--- src/rtl/owp_pkg.sv ---
// Shared constants, types and small tables for the three-wheel odometry pose block.
// Used by the multiplier, divider, CORDIC and top-level sequencer files.
package owp_pkg;

    localparam int CORDIC_STEPS = 24;
    localparam int FRAC_BITS    = 16;

    localparam int TRV_SH  = 24 - FRAC_BITS;
    localparam int TURN_SH = 45 - FRAC_BITS;
    localparam int Q16_RSH = (FRAC_BITS >= 16) ? (FRAC_BITS - 16) : 0;
    localparam int Q16_LSH = (FRAC_BITS >= 16) ? 0 : (16 - FRAC_BITS);

    // divider: 32-bit magnitude followed by the Q29 scaling zeros
    localparam int DVD_W = 32 + TURN_SH;
    localparam int DCW   = $clog2(DVD_W + 1);
    localparam int CIW   = $clog2(CORDIC_STEPS + 1);

    localparam int MW = 33;
    localparam int PW = 2 * MW;

    typedef logic signed [MW-1:0] t_mop;
    typedef logic signed [PW-1:0] t_prod;

    localparam logic [30:0] PI_Q29           = 31'd1686629713;
    localparam logic [30:0] ONE_Q30          = 31'h4000_0000;
    localparam logic [31:0] FOUR_OVER_PI_Q30 = 32'd1367130551;
    localparam logic [31:0] CORDIC_GAIN_Q30  = 32'd652032874;
    localparam t_prod       RND30            = 66'sh2000_0000;

    localparam logic [2:0] SER_LAST = 3'd4;

    // configuration register indexes
    localparam logic [2:0] CFG_SIDE_IPC = 3'd0;
    localparam logic [2:0] CFG_BACK_IPC = 3'd1;
    localparam logic [2:0] CFG_LEFT_OFS = 3'd2;
    localparam logic [2:0] CFG_RIGHT_OFS = 3'd3;
    localparam logic [2:0] CFG_BACK_OFS = 3'd4;
    localparam logic [2:0] CFG_START_X  = 3'd5;
    localparam logic [2:0] CFG_START_Y  = 3'd6;
    localparam logic [2:0] CFG_START_H  = 3'd7;

    function automatic logic [31:0] atan_bam(input logic [4:0] i);
        logic [31:0] v;
        case (i)
            5'd0:  v = 32'h20000000;
            5'd1:  v = 32'h12E4051D;
            5'd2:  v = 32'h09FB385B;
            5'd3:  v = 32'h051111D4;
            5'd4:  v = 32'h028B0D43;
            5'd5:  v = 32'h0145D7E1;
            5'd6:  v = 32'h00A2F61E;
            5'd7:  v = 32'h00517C55;
            5'd8:  v = 32'h0028BE53;
            5'd9:  v = 32'h00145F2E;
            5'd10: v = 32'h000A2F98;
            5'd11: v = 32'h000517CC;
            5'd12: v = 32'h00028BE6;
            5'd13: v = 32'h000145F3;
            5'd14: v = 32'h0000A2F9;
            5'd15: v = 32'h0000517C;
            5'd16: v = 32'h000028BE;
            5'd17: v = 32'h0000145F;
            5'd18: v = 32'h00000A2F;
            5'd19: v = 32'h00000517;
            5'd20: v = 32'h0000028B;
            5'd21: v = 32'h00000145;
            5'd22: v = 32'h000000A2;
            5'd23: v = 32'h00000051;
            5'd24: v = 32'h00000028;
            5'd25: v = 32'h00000014;
            5'd26: v = 32'h0000000A;
            5'd27: v = 32'h00000005;
            5'd28: v = 32'h00000002;
            5'd29: v = 32'h00000001;
            default: v = 32'h00000000;
        endcase
        return v;
    endfunction

    // Horner divisors of the sinc series, highest term first
    function automatic logic [6:0] ser_div(input logic [2:0] k);
        logic [6:0] d;
        case (k)
            3'd0:    d = 7'd110;
            3'd1:    d = 7'd72;
            3'd2:    d = 7'd42;
            3'd3:    d = 7'd20;
            default: d = 7'd6;
        endcase
        return d;
    endfunction

    // floor(2^32 / divisor); quotient lands low by at most one
    function automatic logic [29:0] ser_recip(input logic [2:0] k);
        logic [29:0] m;
        case (k)
            3'd0:    m = 30'd39045157;
            3'd1:    m = 30'd59652323;
            3'd2:    m = 30'd102261126;
            3'd3:    m = 30'd214748364;
            default: m = 30'd715827882;
        endcase
        return m;
    endfunction

    function automatic logic [31:0] sat32(input t_prod v);
        logic fits;
        fits = (&v[PW-1:31]) || !(|v[PW-1:31]);
        if (fits) return v[31:0];
        return v[PW-1] ? 32'h8000_0000 : 32'h7FFF_FFFF;
    endfunction

    function automatic t_prod to_q16(input t_prod v);
        if (FRAC_BITS >= 16) return v >>> Q16_RSH;
        return v <<< Q16_LSH;
    endfunction

    function automatic t_mop sx33(input logic [31:0] v);
        return {v[31], v};
    endfunction

    function automatic t_mop ux33(input logic [31:0] v);
        return {1'b0, v};
    endfunction

endpackage

--- src/rtl/owp_mul.sv ---
// Shared signed 33x33 multiplier with a registered product.
// Depends on owp_pkg for operand and product types.
module owp_mul import owp_pkg::*; (
    input  logic  i_clk,
    input  t_mop  i_a,
    input  t_mop  i_b,
    output t_prod o_p
);

    t_prod r_p;

    always_ff @(posedge i_clk) begin
        r_p <= i_a * i_b;
    end

    assign o_p = r_p;

endmodule

--- config.mk ---
export PLATFORM = sky130hd
export DESIGN_NAME = owp_mul
export DESIGN_NICKNAME = d
export VERILOG_FILES = /design/src/rtl/owp_pkg.sv /design/src/rtl/owp_mul.sv
export SDC_FILE = /design/constraint.sdc
export NUM_CORES = 2
export LEC_CHECK = 0
export BUFFER_PORTS_ARGS = -buffer_cell sky130_fd_sc_hd__buf_2
export CAP_MARGIN = 20
export CORE_ASPECT_RATIO = 0.7
export CORE_MARGIN = 2
export CORE_UTILIZATION = 45
export DETAILED_ROUTE_END_ITERATION = 12
export PLACE_DENSITY_LB_ADDON = 0.08
export SKIP_LAST_GASP = 1
export SLEW_MARGIN = 20
export SYNTH_ARGS = -nofsm -noshare
export SYNTH_HDL_FRONTEND = slang
export SYNTH_SLANG_ARGS = --single-unit
--- constraint.sdc ---
create_clock -name i_clk -period 8.2 [get_ports i_clk]
set_input_delay 0.41 -clock i_clk [delete_from_list [all_inputs] [get_ports i_clk]]
set_output_delay 0.41 -clock i_clk [all_outputs]
set_load 0.01 [all_outputs]
Yosys cells after proc, flatten, opt, wreduce, memory -nomap -nowiden:

Index checks and enable logic that the tools add are counted.

* input port bits: 67
* bits in registers: 66

* multiply operators: 1

Operators with widths (number)
* $mul 33x33->66: 1

Longest topological paths before layout:

* word-level depth: 1
* mapped depth: 27

Worst setup path after synthesis:

OpenSTA, ideal clock, no wires.

* kind: input-to-reg
* start point: input port i_a[32]
* end point: register r_p[62], in the netlist o_p[62]
* setup time: 79 ps
* slack: 554 ps
* data arrival time: 7567 ps
* stages on the path: 23
* data required time: 8121 ps
* cell sequence: clkbuf_1 nand2_1 inv_1 fa_1 fa_1 fa_1 fa_1 fa_1 fa_1 fa_1 inv_1 fa_1 inv_1 ha_1 clkbuf_1 and3_1 nand3_1 nand2b_1 a2111oi_4 a211oi_4 a21o_2 a21o_1 a211oi_2

* cells in the longest elaborated chain, start to end: 1

RTL lines
* from (decl): RTL line owp_mul.sv:5 `input t_mop i_a,`
* $mul 33x33->66: RTL line owp_mul.sv:13 `r_p <= i_a * i_b;`
* to (signal assigned): RTL line owp_mul.sv:13
* to (decl): RTL line owp_mul.sv:10 `t_prod r_p;`

No other way between the ends.

Worst setup path after layout:

* start point: input port i_b[15]
* end point: register r_p[58], in the netlist o_p[58]

* cells in the longest elaborated chain, start to end: 1

RTL lines
* from (decl): RTL line owp_mul.sv:6 `input t_mop i_b,`
* $mul 33x33->66: RTL line owp_mul.sv:13

No other way between the ends.

==> impl_results.md <==
* CP arrival at around 8 ns
* Gr usage total at 28.7%
* CTS Buf Count at 9
* Hold_sp: i_a[0]
* DRC at 0
* ANT nets after route at 0
* Max incr delay on CP at about 0.61 ns
* Post-synthesis register bit count at between 60 and 70
* Distinct cells, synth at 80
* Post-synth top area share at 56.3%
* Die height at 256 um
* First-pass GRT wire length at between 150000 and 200000 um
* Slew @ Worst Pin at 0.827 ns
* Status: complete, no violations
* Share of layout cells above drive strength 1 at about 7.7%
* Total gr overflow at 0
* # IOs at approximately 130
* I/O Buffers at roughly 130
* Via/cell ratio at slightly below 5
* Maximum clock path buffer count at 2
* Startpoint types: primary input
* Area Overhead vs Synth at 7.30%
* Worst Path Class, Setup: in2reg
* CTS Hold Bufs at 0
* Mapped cell area at 40700 um2
* Die Wd at between 300 and 400 um
* Net Count, Synth at between 5000 and 6000
* Slew headroom at 44.8%
* Asr flop ratio synth at 0%
* CTS tree: done
* Gate Count Post-Synth at about 4300
* Post-synthesis sequential area ratio at around 3.2%
* Worst Setup End Kind: register
* H-tree depth at 3
* Drt pass-1 iters at 5
* Via count at about 28000
* Post-synth EDFFs at 0
* Top cells by count, synth: 1145 x fa_1, 1131 x inv_1, 562 x and2_1
* Crit path max-delay cell type: buf_2
* Post-CTS Resized at 0
* Area leader, netlist: fa_1
* Worst EP required at between 8 and 9 ns
* RSZ-0062 raised after global routing: no
* Pins Over Slew Limit at 0
* GPL Wtd Cong at about 0.93
* Die area at between 90000 and 100000 um2
* CTS sink cnt at 66
* CP most frequent cell: fa_1
* Crit path max fanout at 33
* Root buffer cell: clkbuf_16
* Initial DRC count at 2289
* TNS Setup at 0 ns
* Initial antenna violation count at 6
* Fmax at 130 MHz
* Synth warn at 0
* Hold Path Class: in2reg
* Top-count cell post-synth: fa_1
* Worst hold endpoint: o_p[0]
* Crit-path leading delay family: adder cells
* Synth Flop Type: dfxtp_1
* Largest register FFs at 66
* Row count at 92
* HPWL Detailed at 109000 um
* # setup viols final at 0
* CP Cell Sequence: buf_2 > and2_1 > fa_1 > fa_1 > inv_1 > fa_1 > inv_1 > fa_1 > inv_1 > fa_1 > inv_1 > fa_1 > fa_1 > inv_1 > fa_1 > inv_1 > ha_1 > and3_1 > a311o_1 > a31o_1 > a211oi_4 > a21oi_2 > nor4b_2 > a311oi_1
* Hold Path Depth at 3
* Clock-pin slew on the worst setup and hold paths at approximately 0.060 ns
* Routed WL per cell at about 22 um
* Top post-synthesis cells by area: fa_1 56%, inv_1 10%, and2_1 8.6%, ha_1 6.7%, nand2_1 5.1%
* Core Box Area at roughly 90000 um2
* WL final at 125000 um
* Max_cap viols at 0
* CP Buf/Inv Count at 7
* Vias in the first global route at approximately 30000
* Worst path depth at 24
* Starting Density at between 40% and 50%
* Fin crit period at between 7 and 8 ns
* Avg Cell Area, Syn at about 9.4 um2
* Largest net degree at the start of global routing at 34
* Final hold vios at 0
* Period utilisation layout at 94.0%
* Fin nets at roughly 5800
* Post-CTS Setup Bufs at 0
## worst max-delay path by stage
stage | from | slack (ns) | end
final | i_b[15] | 0.49 | o_p[58]
after global routing | i_b[3] | 0.20 | o_p[62]
after CTS | i_b[15] | 0.54 | o_p[58]
after detailed placement | i_b[15] | 0.21 | o_p[58]
after global placement | i_b[15] | 0.25 | o_p[58]
after floorplan | i_a[32] | 0.55 | o_p[62]
## through the flow
step	utilization, %	instances	hold slack [ns]	cell area [um2]	setup WS, ns
after floorplan	-	4338	0.537	40700	0.554
after detailed placement	48.2	5626	0.803	43400	0.210
after global placement	48.2	5626	0.804	43400	0.246
final	48.6	5644	0.709	43700	0.489
after CTS	48.6	5641	0.712	43700	0.542
after global routing	48.6	5642	0.740	43700	0.198
## tightest hold or removal path, cell delays in order
cell,delay [ns]
buf_2,0.16
buf_4,0.23
and2_1,0.19
## cell usage in the layout, fill, tap and decap left out, drive strengths merged, types with 9 or more instances in the layout
| cell type | n |
|---|---|
| fa | 1145 |
| inv | 1131 |
| and2 | 563 |
| nand2 | 551 |
| buf | 287 |
| ha | 217 |
| nor2 | 68 |
| dfxtp | 66 |
| a21oi | 61 |
| xnor2 | 43 |
| a21o | 38 |
| o21ai | 33 |
| nand3 | 26 |
| xor2 | 25 |
| nand2b | 12 |
| nand4 | 12 |
| o21bai | 11 |
| clkbuf | 11 |
| a211oi | 11 |
| a31oi | 9 |
## cell families (layout without fill, tap and decap cells)
group | after synthesis | after routing | share of synthesized area, %
AO/OA/AOI/OAI | 219 | 219 | 4.07
adder cells (fa/ha/maj) | 1362 | 1362 | 62.9
buffers and inverters | 1352 | 1433 | 12.5
other | 0 | 3 | 0
AND/OR/NAND/NOR | 1271 | 1271 | 15.8
XOR/XNOR | 68 | 68 | 1.46
flip-flops | 66 | 66 | 3.24
## routing by layer
layer / vias up / wire, um / track usage (%)
li1: 12500 / - / -
met3: 39 / 18100 / 14.0
met2: 1043 / 41500 / 32.3
met4: 6 / 915 / 2.60
met1: 14300 / 64300 / 48.4
met5: - / 203 / 1.39
## final cells by class
class / instances / area [um2]
Sequential cell: 66 / 1320
Clock inverter: 4 / 75.1
Tap cell: 1222 / 1530
Inverter: 1131 / 4250
Multi-Input combinational cell: 2920 / 34300
Antenna cell: 3 / 7.51
Timing Repair Buffer: 287 / 1960
Fill cell: 8656 / 46200
Clock buffer: 11 / 253
Power is not shown: default switching activity piles up to over one toggle a cycle in this logic, so the estimate is an artifact.
