`config.mk`:
```
export PLATFORM = sky130hd
export DESIGN_NAME = owp_cordic
export DESIGN_NICKNAME = d
export VERILOG_FILES = /design/src/rtl/owp_pkg.sv /design/src/rtl/owp_cordic.sv
export SDC_FILE = /design/constraint.sdc
export NUM_CORES = 1
export LEC_CHECK = 0
export ABC_AREA = 0
export BUFFER_PORTS_ARGS = -buffer_cell sky130_fd_sc_hd__buf_2
export CORE_MARGIN = 3
export CORE_UTILIZATION = 45
export CTS_CLUSTER_SIZE = 24
export DETAILED_ROUTE_END_ITERATION = 16
export HOLD_SLACK_MARGIN = 0.12
export PLACE_DENSITY = 0.71
export SETUP_SLACK_MARGIN = 0.02
export SLEW_MARGIN = 20
export SYNTH_ARGS = -nofsm -noshare
export SYNTH_HDL_FRONTEND = slang
export SYNTH_SLANG_ARGS = --single-unit
```
`constraint.sdc`:
```
create_clock -name i_clk -period 7.1 [get_ports i_clk]
set_input_delay 0.71 -clock i_clk [delete_from_list [all_inputs] [get_ports i_clk]]
set_output_delay 0.71 -clock i_clk [all_outputs]
set_load 0.05 [all_outputs]
```
`src/rtl/owp_pkg.sv`:
```
// Shared constants, types and small tables for the three-wheel odometry pose block.
// Used by the multiplier, divider, CORDIC and top-level sequencer files.
package owp_pkg;

    localparam int CORDIC_STEPS = 24;
    localparam int FRAC_BITS    = 16;

    localparam int TRV_SH  = 24 - FRAC_BITS;
    localparam int TURN_SH = 45 - FRAC_BITS;
    localparam int Q16_RSH = (FRAC_BITS >= 16) ? (FRAC_BITS - 16) : 0;
    localparam int Q16_LSH = (FRAC_BITS >= 16) ? 0 : (16 - FRAC_BITS);

    // divider: 32-bit magnitude followed by the Q29 scaling zeros
    localparam int DVD_W = 32 + TURN_SH;
    localparam int DCW   = $clog2(DVD_W + 1);
    localparam int CIW   = $clog2(CORDIC_STEPS + 1);

    localparam int MW = 33;
    localparam int PW = 2 * MW;

    typedef logic signed [MW-1:0] t_mop;
    typedef logic signed [PW-1:0] t_prod;

    localparam logic [30:0] PI_Q29           = 31'd1686629713;
    localparam logic [30:0] ONE_Q30          = 31'h4000_0000;
    localparam logic [31:0] FOUR_OVER_PI_Q30 = 32'd1367130551;
    localparam logic [31:0] CORDIC_GAIN_Q30  = 32'd652032874;
    localparam t_prod       RND30            = 66'sh2000_0000;

    localparam logic [2:0] SER_LAST = 3'd4;

    // configuration register indexes
    localparam logic [2:0] CFG_SIDE_IPC = 3'd0;
    localparam logic [2:0] CFG_BACK_IPC = 3'd1;
    localparam logic [2:0] CFG_LEFT_OFS = 3'd2;
    localparam logic [2:0] CFG_RIGHT_OFS = 3'd3;
    localparam logic [2:0] CFG_BACK_OFS = 3'd4;
    localparam logic [2:0] CFG_START_X  = 3'd5;
    localparam logic [2:0] CFG_START_Y  = 3'd6;
    localparam logic [2:0] CFG_START_H  = 3'd7;

    function automatic logic [31:0] atan_bam(input logic [4:0] i);
        logic [31:0] v;
        case (i)
            5'd0:  v = 32'h20000000;
            5'd1:  v = 32'h12E4051D;
            5'd2:  v = 32'h09FB385B;
            5'd3:  v = 32'h051111D4;
            5'd4:  v = 32'h028B0D43;
            5'd5:  v = 32'h0145D7E1;
            5'd6:  v = 32'h00A2F61E;
            5'd7:  v = 32'h00517C55;
            5'd8:  v = 32'h0028BE53;
            5'd9:  v = 32'h00145F2E;
            5'd10: v = 32'h000A2F98;
            5'd11: v = 32'h000517CC;
            5'd12: v = 32'h00028BE6;
            5'd13: v = 32'h000145F3;
            5'd14: v = 32'h0000A2F9;
            5'd15: v = 32'h0000517C;
            5'd16: v = 32'h000028BE;
            5'd17: v = 32'h0000145F;
            5'd18: v = 32'h00000A2F;
            5'd19: v = 32'h00000517;
            5'd20: v = 32'h0000028B;
            5'd21: v = 32'h00000145;
            5'd22: v = 32'h000000A2;
            5'd23: v = 32'h00000051;
            5'd24: v = 32'h00000028;
            5'd25: v = 32'h00000014;
            5'd26: v = 32'h0000000A;
            5'd27: v = 32'h00000005;
            5'd28: v = 32'h00000002;
            5'd29: v = 32'h00000001;
            default: v = 32'h00000000;
        endcase
        return v;
    endfunction

    // Horner divisors of the sinc series, highest term first
    function automatic logic [6:0] ser_div(input logic [2:0] k);
        logic [6:0] d;
        case (k)
            3'd0:    d = 7'd110;
            3'd1:    d = 7'd72;
            3'd2:    d = 7'd42;
            3'd3:    d = 7'd20;
            default: d = 7'd6;
        endcase
        return d;
    endfunction

    // floor(2^32 / divisor); quotient lands low by at most one
    function automatic logic [29:0] ser_recip(input logic [2:0] k);
        logic [29:0] m;
        case (k)
            3'd0:    m = 30'd39045157;
            3'd1:    m = 30'd59652323;
            3'd2:    m = 30'd102261126;
            3'd3:    m = 30'd214748364;
            default: m = 30'd715827882;
        endcase
        return m;
    endfunction

    function automatic logic [31:0] sat32(input t_prod v);
        logic fits;
        fits = (&v[PW-1:31]) || !(|v[PW-1:31]);
        if (fits) return v[31:0];
        return v[PW-1] ? 32'h8000_0000 : 32'h7FFF_FFFF;
    endfunction

    function automatic t_prod to_q16(input t_prod v);
        if (FRAC_BITS >= 16) return v >>> Q16_RSH;
        return v <<< Q16_LSH;
    endfunction

    function automatic t_mop sx33(input logic [31:0] v);
        return {v[31], v};
    endfunction

    function automatic t_mop ux33(input logic [31:0] v);
        return {1'b0, v};
    endfunction

endpackage

```
`src/rtl/owp_cordic.sv`:
```
// Iterative rotation-mode CORDIC: cosine and sine of a binary angle in Q30.
// Depends on owp_pkg for the arctangent table, gain and step count.
module owp_cordic import owp_pkg::*; (
    input  logic        i_clk,
    input  logic        i_rst_n,
    input  logic        i_start,
    input  logic [31:0] i_angle,
    output logic        o_done,
    output t_mop        o_cos,
    output t_mop        o_sin
);

    logic               r_busy;
    logic               r_done;
    logic [CIW-1:0]     r_i;
    logic               r_flip;
    logic signed [33:0] r_x;
    logic signed [33:0] r_y;
    logic signed [33:0] r_z;

    logic [31:0]        ang_q;
    logic [31:0]        ang_f;
    logic               flip;
    logic signed [33:0] dx;
    logic signed [33:0] dy;
    logic signed [33:0] at;

    // fold the left half plane onto the right one
    assign ang_q = i_angle + 32'h4000_0000;
    assign flip  = ang_q[31];
    assign ang_f = flip ? (i_angle + 32'h8000_0000) : i_angle;

    assign dx = r_y >>> r_i;
    assign dy = r_x >>> r_i;
    assign at = {2'b00, atan_bam(r_i[4:0])};

    always_ff @(posedge i_clk) begin
        if (!i_rst_n) begin
            r_busy <= 1'b0;
            r_done <= 1'b0;
            r_i    <= '0;
        end else begin
            r_done <= 1'b0;
            if (i_start) begin
                r_busy <= 1'b1;
                r_i    <= '0;
            end else if (r_busy) begin
                r_i <= r_i + 1'b1;
                if (r_i == CIW'(CORDIC_STEPS - 1)) begin
                    r_busy <= 1'b0;
                    r_done <= 1'b1;
                end
            end
        end
    end

    always_ff @(posedge i_clk) begin
        if (i_start) begin
            r_flip <= flip;
            r_x    <= {2'b00, CORDIC_GAIN_Q30};
            r_y    <= '0;
            r_z    <= {{2{ang_f[31]}}, ang_f};
        end else if (r_busy) begin
            if (!r_z[33]) begin
                r_x <= r_x - dx;
                r_y <= r_y + dy;
                r_z <= r_z - at;
            end else begin
                r_x <= r_x + dx;
                r_y <= r_y - dy;
                r_z <= r_z + at;
            end
        end
    end

    assign o_done = r_done;
    assign o_cos  = r_flip ? -r_x[32:0] : r_x[32:0];
    assign o_sin  = r_flip ? -r_y[32:0] : r_y[32:0];

endmodule
```
# After elaboration in Yosys (flattened, before gate mapping)

Memories as Yosys holds them, arrays and structs flattened. A register that Yosys moved wholly into a read port is not among the register bits.
Cells that the tools add are included.
W data, S select, Z words.

Bits in registers: 110
Bits in read-only memories: 960
Input bits: 35
Output and inout bits: 67
Memories: 1

Add/subtract/negate cells: 11
Equal/unequal tests: 1
Shift operators: 2
Multiplexer cells: 14
Bitwise operators: 2
Reduce and logical (&&, ||, !) cells: 3

Memories:

| name            | words | bits a word | rd ports | clocked after memory_dff | write ports | line          | RTL |
|---|---|---|---|---|---|---|---|
| (no name shown) | 32    | 30          | 1        | 1                        | 0           | owp_pkg.sv:44 | `case (i)` |

Operators by type and width:

| operator                 | number |
|---|---|
| $mux W34                 | 5 |
| $add A34 B34 Y34         | 2 |
| $sshr A34 B5 Y34         | 2 |
| $sub A34 B34 Y34         | 2 |
| $mux W33                 | 2 |
| $neg A33 Y33             | 2 |
| $add A34 B33 Y34         | 1 |
| $sub A34 B33 Y34         | 1 |
| $add A32 B31 Y32 const B | 1 |
| $add A32 B32 Y32 const B | 1 |
| $mux W32                 | 1 |
| $mux W5                  | 2 |
| $add A5 B1 Y5 const B    | 1 |
| $eq A5 B5 Y1 const B     | 1 |
| $mux W1                  | 4 |
| $reduce_or A3 Y1         | 1 |
| $not A1 Y1               | 2 |
| $reduce_bool A2 Y1       | 1 |
| $reduce_or A2 Y1         | 1 |

# Longest topological paths before layout

Word-level depth: 4
Depth in mapped cells: 28

# Least setup slack after synthesis

Ideal clock, no wire load.

Kind: register to register
Start: reg r_i[0]
End: reg r_x[33]
Arrival time: 5,577 ps
Required time: 6,977 ps
Path slack: 1,399 ps
Cell stages (with the launch flop): 22
Path buffers: 2
Clock period less this slack: 5,701 ps
Cell sequence: dfxtp_1 -> buf_6 -> buf_12 -> mux4_2 -> mux4_2 -> mux2_2 -> or4b_1 -> nor3_1 -> and2_0 -> and3_1 -> a21oi_1 -> xnor2_1 -> ha_1 -> a21o_1 -> a21oi_1 -> nor2b_1 -> a311oi_1 -> a21bo_2 -> a2111oi_0 -> nor4_1 -> mux2_1 -> mux2_1

Word-level cells in the longest chain between the ends: 3
Elaborated cells on any way between the ends: 4
Classes of those cells: 2 x add/sub; 1 x shift; 1 x mux

RTL lines:

| item                                                        | line                               | RTL |
|---|---|---|
| from (decl)                                                 | owp_cordic.sv:15                   | `logic [CIW-1:0] r_i;` |
| from (signal assigned)                                      | owp_cordic.sv:48                   | `r_i <= r_i + 1'b1;` |
| $sshr A34 B5 Y34 *                                          | owp_cordic.sv:33                   | `assign dx = r_y >>> r_i;` |
| $sub A34 B34 Y34 / $add A34 B34 Y34 (equally long branches) | owp_cordic.sv:65, owp_cordic.sv:69 |  |
| $mux W34 *                                                  | owp_cordic.sv:64                   | `if (!r_z[33]) begin` |
| to (signal assigned)                                        | owp_cordic.sv:60                   | `r_x <= {2'b00, CORDIC_GAIN_Q30};` |
| to (signal assigned)                                        | owp_cordic.sv:65                   | `r_x <= r_x - dx;` |
| to (signal assigned)                                        | owp_cordic.sv:69                   | `r_x <= r_x + dx;` |
| to (decl)                                                   | owp_cordic.sv:17                   | `logic signed [33:0] r_x;` |

Every way passes the cells marked *; elsewhere a longest branch is shown, timed or not.
A chain may end at the register's enable or synchronous reset.

# Final worst setup path

Start: reg r_i[2]
End: reg r_y[32]

Word-level cells in the longest chain between the ends: 3
Elaborated cells on any way between the ends: 4
Classes of those cells: 2 x add/sub; 1 x shift; 1 x mux

RTL lines:

| item                                                        | line                               | RTL |
|---|---|---|
| $sshr A34 B5 Y34 *                                          | owp_cordic.sv:34                   | `assign dy = r_x >>> r_i;` |
| $add A34 B34 Y34 / $sub A34 B34 Y34 (equally long branches) | owp_cordic.sv:66, owp_cordic.sv:70 |  |
| $mux W34 *                                                  | owp_cordic.sv:64                   |  |
| to (signal assigned)                                        | owp_cordic.sv:66                   | `r_y <= r_y + dy;` |
| to (signal assigned)                                        | owp_cordic.sv:70                   | `r_y <= r_y - dy;` |
| to (decl)                                                   | owp_cordic.sv:18                   | `logic signed [33:0] r_y;` |

Marks and branches as above.

==> flow_summary_export.csv <==
group,metric,value,unit
status,status,"completed",
clock_tree,cts_buffers,17,
sta,finalSetupViolCount,0,
grt,gr-usage-met2,45.91,%
floorplanning,fp.coreArea,0.04092,sq mm
yosys,synth_top_area_share,11.24,%
sta,fin_tns_setup,0,ps
sta,maxSlewHeadroom,29.60,%
sta,rsz0062_at_grt,"no",
drt,dr.pass1.iters,8,
critical_path,crit_top_cell,"buf_4",
pwr,p_leak,8.413,nW
critical_path,crit_path_start_kind,"flop",
yosys,synth_top_cell_by_area,"dfxtp_1",
critical_path,crit_end,"r_y[32]",
critical_path,cp.arrival,7020,ps
drt,ant_nets,0,
yosys,synth_edf_count,35,
pwr,power,10.15,mW
yosys,synth_seq_cells,140,
drt,first_iter_violations,1924,
worst_hold_path,hold_class,"in -> reg",
finish,synthToLayoutAreaGrowth,6.923,%
finish,antenna_cells,0,
drt,wl,62460,um
drt,vias_per_cell,6.361,
yosys,synthFlopType,"dfxtp_1",
critical_path,cpPeakStageDelay,820,ps
place,port_buffers,101,
critical_path,reg2reg_depth,21,
floorplanning,ioPinCount,102,
yosys,yosys_warnings,0,
drt,route.detailed.drc,0,
yosys,synth_nets,2460,
finish,nNetsFinal,2441,
clock_tree,post_cts_resized,0,
critical_path,critPathKind,"reg -> reg",
critical_path,cp_slowest_cell,"dfxtp_2",
critical_path,ff2ff_setup_slack,460,ps
grt,grt_pass1_wl,97750,um
grt,grt_max_degree,83,
place,gp_congestion,1.042,
clock_tree,holdBufCountCts,0,
yosys,postSynth.asyncResetShare,0,%
grt,met1_usage,35.80,%
critical_path,r2r_end,"r_y[32]",
clock_tree,cts_root_buffer,"clkbuf_16",
yosys,seq_area_frac_synth,16.86,%
clock_tree,ctsLongestPathBuffers,2,
drt,vias,18040,
floorplanning,die_w,209.9,um
yosys,syn_area_per_cell,8.098,sq um
grt,busiest_layer,"met2",
pwr,ir_worst_vdd,303.0,uV
clock_tree,cts.sinks,140,
clock_tree,clock_latency,490,ps
finish,stdcell_count,2836,
sta,tightest_slew,1054,ps
sta,worst_slack,457.2,ps
critical_path,cp_max_fo,31,
critical_path,r2r_start,"r_i[2]",
floorplanning,die-area,0.04405,sq mm
clock_tree,h-tree-depth,4,
place,placed_cell_area,0.01940,sq mm
sta,fmax,0.1505,GHz
place,dpl.hpwl,46940,um
yosys,synth_cells,2310,
place,placed_cells,2803,
drt,wl_per_cell,22.02,um
yosys,syn_area,0.01871,sq mm
yosys,yosysUniqueCellTypes,98,
floorplanning,placement_rows,74,
finish,drive_gt1_share,14.50,%
finish,seqCellArea,0.003163,sq mm
grt,grt_use_total,27.93,%
finish,n_fill_cell,3972,
grt,antenna_found_initial,1,
critical_path,worstSetupEndpointType,"flop",
finish,multiInputGateArea,0.01445,sq mm
grt,met3_usage,5.052,%
critical_path,worstPathCellList,"buf_4 > mux4_2 > mux2i_1 > o22ai_1 > a211o_1 > or4_4 > nor4_1 > buf_4 > and3_1 > buf_4 > a21oi_1 > xor2_1 > ha_1 > a21o_1 > a221o_1 > a21oi_1 > o21ai_0 > a31oi_1 > o21ai_0 > xor2_1 > a22o_1",
clock_tree,cts_tree,"yes",
sta,period_minus_slack,6643,ps
job,drv_cap,0,
floorplanning,initial_core_util,45.71,%
place,post-place-ws,370.6,ps
critical_path,setup.worst_path.start,"r_i[2]",
clock_tree,clk_pin_slew,60,ps
critical_path,cp.required,7480,ps
sta,final_max_slew_viol_count,0,
floorplanning,fp.dieH,209.9,um
pwr,power_density,507.3,mW/mm^2
sta,skew,15.27,ps
sta,finalHoldViolCount,0,
grt,grt_pass1_vias,17190,
sta,min_period_over_period,93.56,%
grt,grt-ovfl-total,0,
yosys,synth.area.top_cells,"dfxtp_1 11%, mux4_2 8.8%, ha_1 7.5%",
finish,final_cell_area,0.02000,sq mm
==> power by group <==
part | switching, mW | total, mW | internal, mW
registers | 0.542 | 1.61 | 1.07
logic | 4.51 | 7.62 | 3.11
clock network | 0.401 | 0.911 | 0.510
total | 5.45 | 10.1 | 4.70
==> cell usage in the layout, fill, tap and decap left out, types with 18 or more instances in the layout <==
| master | count |
|---|---|
| a211oi_1 | 37 |
| a21o_1 | 57 |
| a21oi_1 | 187 |
| a31oi_1 | 43 |
| and3_1 | 26 |
| buf_2 | 100 |
| buf_4 | 43 |
| clkbuf_16 | 18 |
| dfxtp_1 | 99 |
| edfxtp_1 | 35 |
| ha_1 | 112 |
| inv_1 | 52 |
| mux2_2 | 35 |
| mux2i_1 | 103 |
| mux4_2 | 73 |
| nand2_1 | 206 |
| nand2b_1 | 22 |
| nand3_1 | 24 |
| nor2_1 | 226 |
| nor2b_1 | 30 |
| nor3_1 | 38 |
| o21a_1 | 23 |
| o21ai_0 | 140 |
| o21bai_1 | 18 |
| o31ai_1 | 18 |
| xnor2_1 | 154 |
| xor2_1 | 85 |
==> logic make-up after synthesis <==
family | share of synthesized area [%]
xor+xnor | 11.28
buf+inv | 5.939
compound gates | 23.24
simple gates | 17.16
flops | 16.86
fa+ha+maj | 7.812
mux | 17.71
==> flip-flops by register name (all words and copies together) (netlist names) <==
| signal | cells |
|---|---|
| at | 30 |
| o_done | 1 |
| r_busy | 1 |
| r_flip | 1 |
| r_i | 5 |
| r_x | 34 |
| r_y | 34 |
| r_z | 34 |
==> worst min-delay path by stage <==
stage             from     end  slack [ps]  cells past startpoint
2_1_floorplan   r_y[0]  r_y[0]         480                      2
3_3_place_gp    r_y[0]  r_y[0]         510                      2
3_5_place_dp    r_y[0]  r_y[0]         510                      2
4_1_cts        i_rst_n  r_busy         440                      2
5_1_grt        i_rst_n  r_busy         470                      2
6_report       i_rst_n  r_busy         470                      2
==> worst max-delay path: cells and delay by family, from the launching register on <==
kind	cells	cell delay [ps]
AO/OA/AOI/OAI	10	2330
XOR/XNOR	2	340
adder cells (fa/ha/maj)	1	400
buffers and inverters	3	870
flip-flops	1	820
multiplexers	2	760
AND/OR/NAND/NOR	3	1010
==> synthesized netlist by cell type, types with 8 or more instances <==
cell type    n
a211o_1      9
a211oi_1    37
a21o_1      57
a21oi_1    187
a221oi_1     9
a31oi_1     43
a41oi_1      8
and2_1      15
and3_1      26
buf_1       21
buf_2       25
buf_4        9
buf_6       11
clkbuf_1   117
dfxtp_1    105
edfxtp_1    35
ha_1       112
inv_1       52
mux2_1       8
mux2_2      35
mux2i_1    103
mux4_2      73
nand2_1    206
nand2b_1    22
nand3_1     24
nand4_1     11
nor2_1     226
nor2b_1     30
nor3_1      38
nor4_1      10
o211ai_1    13
o21a_1      23
o21ai_0    140
o21bai_1    18
o22ai_1      9
o31ai_1     18
o41ai_1     11
or3_1       14
or4_1       11
xnor2_1    154
xor2_1      85
==> cell type report <==
class,instances,share of cell area (%)
repair buffers,148,4.617
inverters,59,1.107
clock inverters,12,0.6130
multi-input cells,1925,72.23
flip-flops and latches,140,15.81
well taps,532,3.328
clock buffers,20,2.290
==> repair_timing <==
| action | CTS | global route |
|---|---|---|
| endpoints found under the setup margin | 0 | 3 |
| setup buffers | 0 | 1 |
| hold endpoints to repair | 0 | 0 |
==> routing by layer <==
metal  vias up  routed length, um
li1       8496                  -
met1      8670              26120
met2       731              29250
met3       141               4282
met4         2               2801
met5         -                 11
==> per-stage QoR <==
step / util [%] / hold slack, ps
finish: 48.87 / 471.2
global route: 48.87 / 473.2
CTS: 48.83 / 436.4
detailed placement: 47.41 / 507.3
global placement: 47.40 / 508.8
floorplan: - / 480.2
(Power assumes the default switching activity.)
