$ cat config.mk
export PLATFORM = sky130hd
export DESIGN_NAME = owp_div
export DESIGN_NICKNAME = d
export VERILOG_FILES = /design/src/rtl/owp_pkg.sv /design/src/rtl/owp_div.sv
export SDC_FILE = /design/constraint.sdc
export NUM_CORES = 1
export LEC_CHECK = 0
export BUFFER_PORTS_ARGS = -buffer_cell sky130_fd_sc_hd__buf_2
export CORE_MARGIN = 4
export CORE_UTILIZATION = 50
export CTS_CLUSTER_DIAMETER = 50
export CTS_CLUSTER_SIZE = 8
export DETAILED_ROUTE_END_ITERATION = 10
export GPL_ROUTABILITY_DRIVEN = 0
export MAX_ROUTING_LAYER = met4
export PLACE_DENSITY = 0.73
export SETUP_SLACK_MARGIN = 0.3
export SLEW_MARGIN = 20
export SYNTH_ARGS = -nofsm -noshare
export SYNTH_HDL_FRONTEND = slang
export SYNTH_SLANG_ARGS = --single-unit
$ cat constraint.sdc
create_clock -name i_clk -period 2.75 [get_ports i_clk]
set_input_delay 0.55 -clock i_clk [delete_from_list [all_inputs] [get_ports i_clk]]
set_output_delay 0.55 -clock i_clk [all_outputs]
set_load 0.03 [all_outputs]
$ cat src/rtl/owp_pkg.sv
// Shared constants, types and small tables for the three-wheel odometry pose block.
// Used by the multiplier, divider, CORDIC and top-level sequencer files.
package owp_pkg;

    localparam int CORDIC_STEPS = 24;
    localparam int FRAC_BITS    = 16;

    localparam int TRV_SH  = 24 - FRAC_BITS;
    localparam int TURN_SH = 45 - FRAC_BITS;
    localparam int Q16_RSH = (FRAC_BITS >= 16) ? (FRAC_BITS - 16) : 0;
    localparam int Q16_LSH = (FRAC_BITS >= 16) ? 0 : (16 - FRAC_BITS);

    // divider: 32-bit magnitude followed by the Q29 scaling zeros
    localparam int DVD_W = 32 + TURN_SH;
    localparam int DCW   = $clog2(DVD_W + 1);
    localparam int CIW   = $clog2(CORDIC_STEPS + 1);

    localparam int MW = 33;
    localparam int PW = 2 * MW;

    typedef logic signed [MW-1:0] t_mop;
    typedef logic signed [PW-1:0] t_prod;

    localparam logic [30:0] PI_Q29           = 31'd1686629713;
    localparam logic [30:0] ONE_Q30          = 31'h4000_0000;
    localparam logic [31:0] FOUR_OVER_PI_Q30 = 32'd1367130551;
    localparam logic [31:0] CORDIC_GAIN_Q30  = 32'd652032874;
    localparam t_prod       RND30            = 66'sh2000_0000;

    localparam logic [2:0] SER_LAST = 3'd4;

    // configuration register indexes
    localparam logic [2:0] CFG_SIDE_IPC = 3'd0;
    localparam logic [2:0] CFG_BACK_IPC = 3'd1;
    localparam logic [2:0] CFG_LEFT_OFS = 3'd2;
    localparam logic [2:0] CFG_RIGHT_OFS = 3'd3;
    localparam logic [2:0] CFG_BACK_OFS = 3'd4;
    localparam logic [2:0] CFG_START_X  = 3'd5;
    localparam logic [2:0] CFG_START_Y  = 3'd6;
    localparam logic [2:0] CFG_START_H  = 3'd7;

    function automatic logic [31:0] atan_bam(input logic [4:0] i);
        logic [31:0] v;
        case (i)
            5'd0:  v = 32'h20000000;
            5'd1:  v = 32'h12E4051D;
            5'd2:  v = 32'h09FB385B;
            5'd3:  v = 32'h051111D4;
            5'd4:  v = 32'h028B0D43;
            5'd5:  v = 32'h0145D7E1;
            5'd6:  v = 32'h00A2F61E;
            5'd7:  v = 32'h00517C55;
            5'd8:  v = 32'h0028BE53;
            5'd9:  v = 32'h00145F2E;
            5'd10: v = 32'h000A2F98;
            5'd11: v = 32'h000517CC;
            5'd12: v = 32'h00028BE6;
            5'd13: v = 32'h000145F3;
            5'd14: v = 32'h0000A2F9;
            5'd15: v = 32'h0000517C;
            5'd16: v = 32'h000028BE;
            5'd17: v = 32'h0000145F;
            5'd18: v = 32'h00000A2F;
            5'd19: v = 32'h00000517;
            5'd20: v = 32'h0000028B;
            5'd21: v = 32'h00000145;
            5'd22: v = 32'h000000A2;
            5'd23: v = 32'h00000051;
            5'd24: v = 32'h00000028;
            5'd25: v = 32'h00000014;
            5'd26: v = 32'h0000000A;
            5'd27: v = 32'h00000005;
            5'd28: v = 32'h00000002;
            5'd29: v = 32'h00000001;
            default: v = 32'h00000000;
        endcase
        return v;
    endfunction

    // Horner divisors of the sinc series, highest term first
    function automatic logic [6:0] ser_div(input logic [2:0] k);
        logic [6:0] d;
        case (k)
            3'd0:    d = 7'd110;
            3'd1:    d = 7'd72;
            3'd2:    d = 7'd42;
            3'd3:    d = 7'd20;
            default: d = 7'd6;
        endcase
        return d;
    endfunction

    // floor(2^32 / divisor); quotient lands low by at most one
    function automatic logic [29:0] ser_recip(input logic [2:0] k);
        logic [29:0] m;
        case (k)
            3'd0:    m = 30'd39045157;
            3'd1:    m = 30'd59652323;
            3'd2:    m = 30'd102261126;
            3'd3:    m = 30'd214748364;
            default: m = 30'd715827882;
        endcase
        return m;
    endfunction

    function automatic logic [31:0] sat32(input t_prod v);
        logic fits;
        fits = (&v[PW-1:31]) || !(|v[PW-1:31]);
        if (fits) return v[31:0];
        return v[PW-1] ? 32'h8000_0000 : 32'h7FFF_FFFF;
    endfunction

    function automatic t_prod to_q16(input t_prod v);
        if (FRAC_BITS >= 16) return v >>> Q16_RSH;
        return v <<< Q16_LSH;
    endfunction

    function automatic t_mop sx33(input logic [31:0] v);
        return {v[31], v};
    endfunction

    function automatic t_mop ux33(input logic [31:0] v);
        return {1'b0, v};
    endfunction

endpackage

$ cat src/rtl/owp_div.sv
// Bit-serial restoring divider for the heading change in Q2.29 radians,
// saturated at pi. Depends on owp_pkg for widths and the pi constant.
module owp_div import owp_pkg::*; (
    input  logic        i_clk,
    input  logic        i_rst_n,
    input  logic        i_start,
    input  logic [31:0] i_mag,
    input  logic [31:0] i_den,
    output logic        o_done,
    output logic [30:0] o_quo
);

    logic             r_busy;
    logic             r_done;
    logic [DCW-1:0]   r_cnt;
    logic [DVD_W-1:0] r_dvd;
    logic [31:0]      r_rem;
    logic [31:0]      r_den;
    logic [32:0]      r_quo;
    logic             r_ovf;

    logic [32:0] rem_sh;
    logic [32:0] rem_sub;
    logic        ge;

    assign rem_sh  = {r_rem, r_dvd[DVD_W-1]};
    assign rem_sub = rem_sh - {1'b0, r_den};
    assign ge      = rem_sh >= {1'b0, r_den};

    always_ff @(posedge i_clk) begin
        if (!i_rst_n) begin
            r_busy <= 1'b0;
            r_done <= 1'b0;
            r_cnt  <= '0;
        end else begin
            r_done <= 1'b0;
            if (i_start) begin
                r_busy <= 1'b1;
                r_cnt  <= '0;
            end else if (r_busy) begin
                r_cnt <= r_cnt + 1'b1;
                if (r_cnt == DCW'(DVD_W - 1)) begin
                    r_busy <= 1'b0;
                    r_done <= 1'b1;
                end
            end
        end
    end

    always_ff @(posedge i_clk) begin
        if (i_start) begin
            r_dvd <= {i_mag, {TURN_SH{1'b0}}};
            r_rem <= '0;
            r_den <= i_den;
            r_quo <= '0;
            r_ovf <= 1'b0;
        end else if (r_busy) begin
            r_dvd <= r_dvd << 1;
            r_rem <= ge ? rem_sub[31:0] : rem_sh[31:0];
            // any quotient bit pushed past 33 bits means saturation
            r_ovf <= r_ovf | r_quo[32];
            r_quo <= {r_quo[31:0], ge};
        end
    end

    assign o_done = r_done;
    assign o_quo  = (r_den == 32'd0) ? 31'd0 :
                    (r_ovf || (r_quo > {2'b00, PI_Q29})) ? PI_Q29 : r_quo[30:0];

endmodule

# ---- Word-level counts from Yosys, hierarchy flattened
# Cells that the tools add are included.
dict set report totals {
  reg_bits 138
  latch_bits 0
  mem_bits_rw 0
  rom_bits 0
  in_bits 67
  wordCells 30
  memories 0
}
dict set report op_classes {
  add_sub_neg 2
  mul 0
  n_div 0
  n_lt_le_gt_ge 2
  eq_ne 1
  n_shift 0
  mux 9
  n_bitwise 3
  n_reduce_logical 5
}
# op count
set ops {}
lappend ops {{2-to-1 mux 61 bit} 2}
lappend ops {{2-to-1 mux 31 bit} 2}
lappend ops {{>= comparator 33 x 32 -> 1 bit} 1}
lappend ops {{greater-than comparator 33 x 31 -> 1 bit, second input constant} 1}
lappend ops {{logical NOT 32 bit} 1}
lappend ops {{2-to-1 mux 32 bit} 1}
lappend ops {{subtractor 32 bit} 1}
lappend ops {{adder 6 x 1 -> 6 bit, second input constant} 1}
lappend ops {{== test 6 bit, second input constant} 1}
lappend ops {{2-to-1 mux 1 bit} 4}
lappend ops {{OR reduction 3 bit} 1}
lappend ops {{inverter 1 bit} 2}
lappend ops {{nonzero test 2 bit} 1}
lappend ops {{OR reduction 2 bit} 1}
lappend ops {{logical OR 1 bit} 1}
lappend ops {{bitwise OR 1 bit} 1}

# ---- Logic depth before layout (Yosys ltp)
# Gate-level depths: netlist of run 1.
dict set report logic_depth {
  ltp_word 4
  mapped_depth 12
}

# ---- Worst setup path after synthesis of run 1
# Ideal clock, no wire load.
dict set report synth_timing {
  kind {register -> output}
  start {register r_quo[1]}
  end {output port o_quo[12]}
  arrival_time_ps 2205
  t_required_ps 2200
  setup_slack_ps -5
  path_stages_with_launch 10
  cell_sequence {dfxtp_1 > nor3_2 > a21oi_1 > a2111oi_0 > o31ai_1 > a211o_1 > a41o_1 > nor2b_4 > buf_4 > and2_1}
}
dict set report synth_between {
  elab_chain_cells 4
}
# element line_no
set synth_rtl {}
lappend synth_rtl {{start: declaration} owp_div.sv:19} ;# logic [32:0] r_quo;
lappend synth_rtl {{start signal: assignment} owp_div.sv:62} ;# r_quo <= {r_quo[31:0], ge};
lappend synth_rtl {{greater-than comparator 33 x 31 -> 1 bit} owp_div.sv:68} ;# (r_ovf || (r_quo > {2'b00, PI_Q29})) ? PI_Q29 : r_quo[30:0];
lappend synth_rtl {{logical OR 1 bit} owp_div.sv:68}
lappend synth_rtl {{2-to-1 mux 31 bit} owp_div.sv:68}
lappend synth_rtl {{2-to-1 mux 31 bit} owp_div.sv:67} ;# assign o_quo = (r_den == 32'd0) ? 31'd0 :
lappend synth_rtl {{end: declaration} owp_div.sv:10} ;# output logic [30:0] o_quo
# Every way passes these cells.

# ---- Final worst setup path of run 1
dict set report layout_timing {
  start {register r_quo[7]}
  end {output port o_quo[5]}
}
# The elaborated chain is that of the path after synthesis.

==> impl_metrics.ini, run 1 <==
[place]
place.port_buffers = 98
hpwlAfterDp_mm = 12.7
place_area_mm2 = 0.00893

[synthesis]
synth_top_family_by_area = simple AND/OR/NAND/NOR gates
syn_area_per_cell_um2 = 10.0
yosysSeqAreaShare_pct = 44.1
synth_top_area_share_pct = 24.9
syn_area_mm2 = 0.00771
ys_types = 77
synth_edf_count = 64
synthXorXnorAreaFrac_pct = 2.84
synth.most_common_cell = nor2_1
ys.flop_type = dfxtp_1
netlist_top_cells_area = edfxtp_1 (25%), dfxtp_1 (19%), mux2i_1 (5.8%), ha_1 (5.5%), mux2_2 (4.7%)
ys_seq_elements = 138
yosys_warnings = 0
yosys.area.top_type = edfxtp_1
netlist_instances = 770
synth-compound-area-share_pct = 15.9
yosys.area_share.simple_pct = 16.6
synthAdderAreaFrac_pct = 5.78
postSynth.asyncResetShare_pct = 0
synthTopCellsByCount = nor2_1 (91), dfxtp_1 (74), edfxtp_1 (64)
muxShareOfSynthArea_pct = 10.5
syn_nets = 872

[drt]
wire_per_inst_um = 17.3
wirelength_mm = 19.7
drt_iter0_drc = 420
via_per_inst = 5.68
route.detailed.drc = 0
antenna_left = 0
dr_total_vias = 6458
firstDrtPassIters = 6

[final_layout]
diodes = 0
syn2layout_area_growth_pct = 35.6
nNetsFinal = 1037
drive_above_1_share_pct = 41.8
fillers = 1062
fin_area_mm2 = 0.0105
utilization_pct = 69.0

[sta]
setup_violations = 61
setup_tns_ns = -13.91
fin_ws_ns = -0.403
worstMarginPinSlew_ns = 0.694
fmax_mhz = 317
hold_violations = 0
whs_ns = 0.295
rsz0062_at_grt = yes
fin_crit_sh_pct = 115
clock_skew_ns = 0.00836
slew_headroom_pct = 53.7
fin_crit_ns = 3.15
maxSlewViolCount = 0

[setup_path]
worst-path-buf-inv = 2
critPathCapture = o_quo[5]
r2r_cells = 13
endpoint_kind = output pin
cp.arrival_ns = 2.60
r2r-end = r_rem[7]$_SDFFE_PP0P_
critical_path.startpoint_type = flip-flop
critPathMaxStageDelay_ns = 0.54
crit_family = simple AND/OR/NAND/NOR gates
cp.depth = 8
reg2reg_setup_slack_ns = -0.17
cp_max_fo = 15
worstSetupStartpoint = r_quo[7]$_SDFFE_PP0P_
path_cells = nor4bb_4, nand2_1, or4_1, a41o_1, nor2b_4, buf_12, and2_2, buf_6
crit_type = reg2out
timing.rr.start = r_den[1]$_DFFE_PP_
cp_data_required_time_ns = 2.20
cp_slowest_cell = or4_1

[status]
status = complete, but fails checks
violations = negative setup slack

[die]
start_util_pct = 50.9
io_pins = 99
die_w_um = 132
coreArea_mm2 = 0.0151
num_rows = 45
die_h_um = 132
dieArea_mm2 = 0.0175

[clock_network]
cts_hold_buf = 0
numCtsBuffers = 17
cts_max_path_buffers = 2
cts_tree = built
clock_latency_ns = 0.42
cts.sinks = 138
clk_pin_slew_ns = 0.06
cts_root_buf = clkbuf_16
htreeDepth = 4

[global_route]
grt_max_degree = 60
grtUsageTotal_pct = 21.7
grt_remaining_overflow = 0
grt_pass1_wl_mm = 30.2
antenna_found_initial = 0
grt_pass1_vias = 6242

[pwr]
peakVddDrop_v = 0.000576
power.density_mw_per_mm2 = 596
p_leak_uw = 0.00443

[flow_run]
maxCapViolations = 0

[worst_hold_path]
hp-class = in2reg
## stage by stage
| stage | std cells | total power, uW | worst slack, ns |
|---|---|---|---|
| 5_1_grt | 1136 | 6490 | -0.516 |
| 3_5_place_dp | 1079 | 3640 | -0.166 |
| 3_3_place_gp | 1079 | 3620 | -0.127 |
| 4_1_cts | 1129 | 6030 | -0.389 |
| 6_report | 1136 | 6230 | -0.403 |
| 2_1_floorplan | 770 | 3270 | 0.218 |
## layer usage
| metal | track usage (%) | part of all wire [%] | vias up | routed length, um |
|---|---|---|---|---|
| li1 | - | - | 3118 | - |
| met1 | 27.0 | 43 | 3090 | 8550 |
| met2 | 35.1 | 49 | 185 | 9720 |
| met3 | 4.58 | 4.2 | 65 | 821 |
| met4 | 7.91 | 3.1 | 0 | 620 |
| met5 | - | 0 | - | 0 |
## report_power, final
part           switching (uW)  leakage (uW)  internal, uW
Clock                     905      0.000275          1340
Sequential                109       0.00124          2310
Combinational             824       0.00292           752
Total                    1840       0.00443          4390
## how the worst min path moves through the flow
stage / startpoint / to / slack [ns] / depth (start not counted)
global route: i_den[20] / r_den[20]$_DFFE_PP_ / 0.28 / 1
floorplan: r_ovf$_SDFFE_PP0P_ / r_ovf$_SDFFE_PP0P_ / 0.43 / 2
CTS: i_den[19] / r_den[19]$_DFFE_PP_ / 0.28 / 1
finish: i_den[19] / r_den[19]$_DFFE_PP_ / 0.30 / 1
global placement: r_ovf$_SDFFE_PP0P_ / r_ovf$_SDFFE_PP0P_ / 0.45 / 2
detailed placement: r_ovf$_SDFFE_PP0P_ / r_ovf$_SDFFE_PP0P_ / 0.46 / 2
## sequential cells by signal, indices dropped and copies added (netlist names)
register,count
r_quo,33
r_den,32
r_dvd,32
r_rem,32
r_cnt,6
o_done,1
r_busy,1
r_ovf,1
## cell type report
type,count,area (um^2),area share (%)
Clock buffer,18,429,4.11
Clock inverter,14,146,1.40
Inverter,43,164,1.57
Multi-Input combinational cell,555,4660,44.6
Sequential cell,138,3420,32.7
Tap cell,188,235,2.25
Timing Repair Buffer,180,1400,13.4
## cell usage in the layout, fill, tap and decap left out, types with 13 or more instances in the layout
cell type | Yosys | layout
a21oi_1 | 30 | 25
ha_1 | 34 | 24
buf_4 | 1 | 61
dfxtp_1 | 74 | 66
xor2_1 | 13 | 13
edfxtp_1 | 64 | 64
clkbuf_16 | 0 | 18
buf_6 | 2 | 29
nand2_1 | 51 | 35
nor2_1 | 91 | 90
nand2_2 | 7 | 13
mux2i_1 | 45 | 42
buf_2 | 1 | 80
mux2_2 | 32 | 31
inv_1 | 43 | 41
o21ai_0 | 23 | 19
## cell families after synthesis
group | count (synthesis)
AND/OR/NAND/NOR | 253
AO/OA/AOI/OAI | 165
flip-flops | 138
buffers and inverters | 77
multiplexers | 77
adder cells (fa/ha/maj) | 35
XOR/XNOR | 25
## timing repair
| action | 4_1_cts | 5_1_grt |
|---|---|---|
| hold endpoints to repair | 0 | 0 |
| setup endpoints to repair | 64 | 64 |
| cloned | 2 | 1 |
| gates resized for setup | 86 | 74 |
| pin swaps | 51 | 39 |
| setup buffers | 16 | 6 |
## worst register-to-register path: stages (launching register included)
cell and delay (ns):
edfxtp_1 0.42, buf_6 0.16, inv_4 0.05, ha_4 0.19, nor2b_4 0.12, o21ai_2 0.14, nand3_2 0.16, a31o_1 0.29
o21a_2 0.25, o31ai_4 0.33, nand2_4 0.18, buf_12 0.20, mux2i_4 0.19, a211oi_2 0.18
Power figures use the tool's default switching activity.
==> run 2: changes to the inputs <==
--- a/config.mk
+++ b/config.mk
@@ -6,7 +6,7 @@
 export NUM_CORES = 1
 export LEC_CHECK = 0
 export BUFFER_PORTS_ARGS = -buffer_cell sky130_fd_sc_hd__buf_2
-export CORE_MARGIN = 4
+export CORE_MARGIN = 2
 export CORE_UTILIZATION = 50
 export CTS_CLUSTER_DIAMETER = 50
 export CTS_CLUSTER_SIZE = 8
==> impl_metrics.ini, run 2 (same netlist as run 1, synthesis figures left out) <==
[status]
status = complete, but fails checks
violations = negative setup slack

[pwr]
p_leak_uw = 0.00452
peakVddDrop_v = 0.000603
power.density_mw_per_mm2 = 590

[die]
io_pins = 99
coreArea_mm2 = 0.0151
die_w_um = 128
die_h_um = 128
dieArea_mm2 = 0.0164
num_rows = 45
start_util_pct = 50.9

[place]
place.port_buffers = 98
placedCellCount = 1080
hpwlAfterDp_mm = 12.7
place_area_mm2 = 0.00896

[sta]
slew_headroom_pct = 56.1
fmax_mhz = 314
clock_skew_ns = 0.0113
fin_crit_ns = 3.18
rsz0062_at_grt = yes
maxSlewViolCount = 0
fin_crit_sh_pct = 116
whs_ns = 0.296
hold_violations = 0
setup_violations = 59
worstMarginPinSlew_ns = 0.656
fin_ws_ns = -0.434
setup_tns_ns = -12.69

[drt]
antenna_left = 0
via_per_inst = 5.75
drt_iter0_drc = 695
route.detailed.drc = 0
firstDrtPassIters = 5
wirelength_mm = 20.6
dr_total_vias = 6602
wire_per_inst_um = 17.9

[final_layout]
nNetsFinal = 1050
largest_register = r_quo
fin_area_mm2 = 0.0108
utilization_pct = 71.5
syn2layout_area_growth_pct = 40.4
largest_register_ffs = 33
drive_above_1_share_pct = 43.0
diodes = 0
fin_cells = 1149
layout_commonest_cell = nor2_1
layout_common_cells = nor2_1 (90), buf_4 (69), dfxtp_1 (69)

[setup_path]
r2r_cells = 15
cp.arrival_ns = 2.63
critical_path.startpoint_type = flip-flop
crit_type = reg2out
cp_data_required_time_ns = 2.20
endpoint_kind = output pin
reg2reg_setup_slack_ns = -0.10
r2r-end = r_rem[18]$_SDFFE_PP0P_
cp_max_fo = 15
timing.rr.start = r_den[6]$_DFFE_PP_

[worst_hold_path]
holdPathEnd = r_den[20]$_DFFE_PP_
hold_start = i_den[20]
hp-class = in2reg
whs_path_depth = 1

[global_route]
grt_remaining_overflow = 0
grt_max_degree = 60
grt_pass1_vias = 6337
grt.met1_usage_pct = 30.0
antenna_found_initial = 0
grt_use_met3_pct = 4.55
grt_util_met2_pct = 40.1
grt_busiest_layer = met2
grt_pass1_wl_mm = 30.9
grtUsageTotal_pct = 24.7

[clock_network]
cts_root_buf = clkbuf_16
htreeDepth = 4
clk_pin_slew_ns = 0.06
clock_latency_ns = 0.43
cts_tree = built
cts_max_path_buffers = 2
cts.sinks = 138
numCtsBuffers = 17

[flow_run]
maxCapViolations = 0
-- run 2: changes by cell type in the layout (fill, tap and decap cells not counted), sizes merged --
cell / delta
clkinvlp: -2
inv: +1
clkbuf: +4
buf: +13
clkinv: -2
bufinv: -1
-- run 2: how the worst max path moves through the flow --
stage               slack [ns]                endpoint  cells past startpoint                    from
floorplan                 0.22  r_rem[18]$_SDFFE_PP0P_                     12      r_den[1]$_DFFE_PP_
global placement          0.02  r_rem[22]$_SDFFE_PP0P_                     12     r_dvd[60]$_DFFE_PP_
detailed placement       -0.01  r_rem[22]$_SDFFE_PP0P_                     12     r_dvd[60]$_DFFE_PP_
CTS                      -0.38                o_quo[2]                      8  r_quo[22]$_SDFFE_PP0P_
global route             -0.49                o_quo[7]                     10   r_quo[1]$_SDFFE_PP0P_
finish                   -0.43                o_quo[7]                      8   r_quo[7]$_SDFFE_PP0P_
-- run 2: report_power, final --
part | internal, uW | total (uW) | switching (uW)
sequential | 2300 | 2420 | 115
combinational | 805 | 1630 | 826
clock | 1420 | 2340 | 923
total | 4530 | 6390 | 1860
-- run 2: critical path, stage by stage, from the launching register on --
cell and delay, ns:
dfxtp_4 0.36, nor4bb_2 0.27, nand2_1 0.12, or4_4 0.55
a41o_4 0.32, nor2b_4 0.15, buf_12 0.15, and2_2 0.16
buf_6 0.13
-- run 2: stage by stage --
stage	total power (uW)	worst slack, ns
global placement	3630	0.0228
finish	6390	-0.434
detailed placement	3640	-0.0147
floorplan	3270	0.218
global route	6630	-0.492
CTS	6210	-0.380
-- run 2: area by class of cell --
class / count / area (um^2)
well taps: 188 / 235
multi-input cells: 555 / 4760
repair buffers: 193 / 1640
inverters: 43 / 164
flip-flops and latches: 138 / 3420
clock buffers: 22 / 508
fillers: 1015 / 4320
clock inverters: 10 / 101
-- run 2: per-layer routing --
layer  part of all wire (%)  up-vias
met4                    3.6        0
met5                      0        -
met3                    4.9       72
met2                     50      232
li1                       -     3147
met1                     41     3151
-- run 2: what timing repair did --
item	CTS	global route
hold endpoints to repair	0	0
setup buffers	21	12
resized for setup	136	73
pin swaps	49	41
setup endpoints to repair	64	64
hold buffers	0	0
gates cloned	4	0
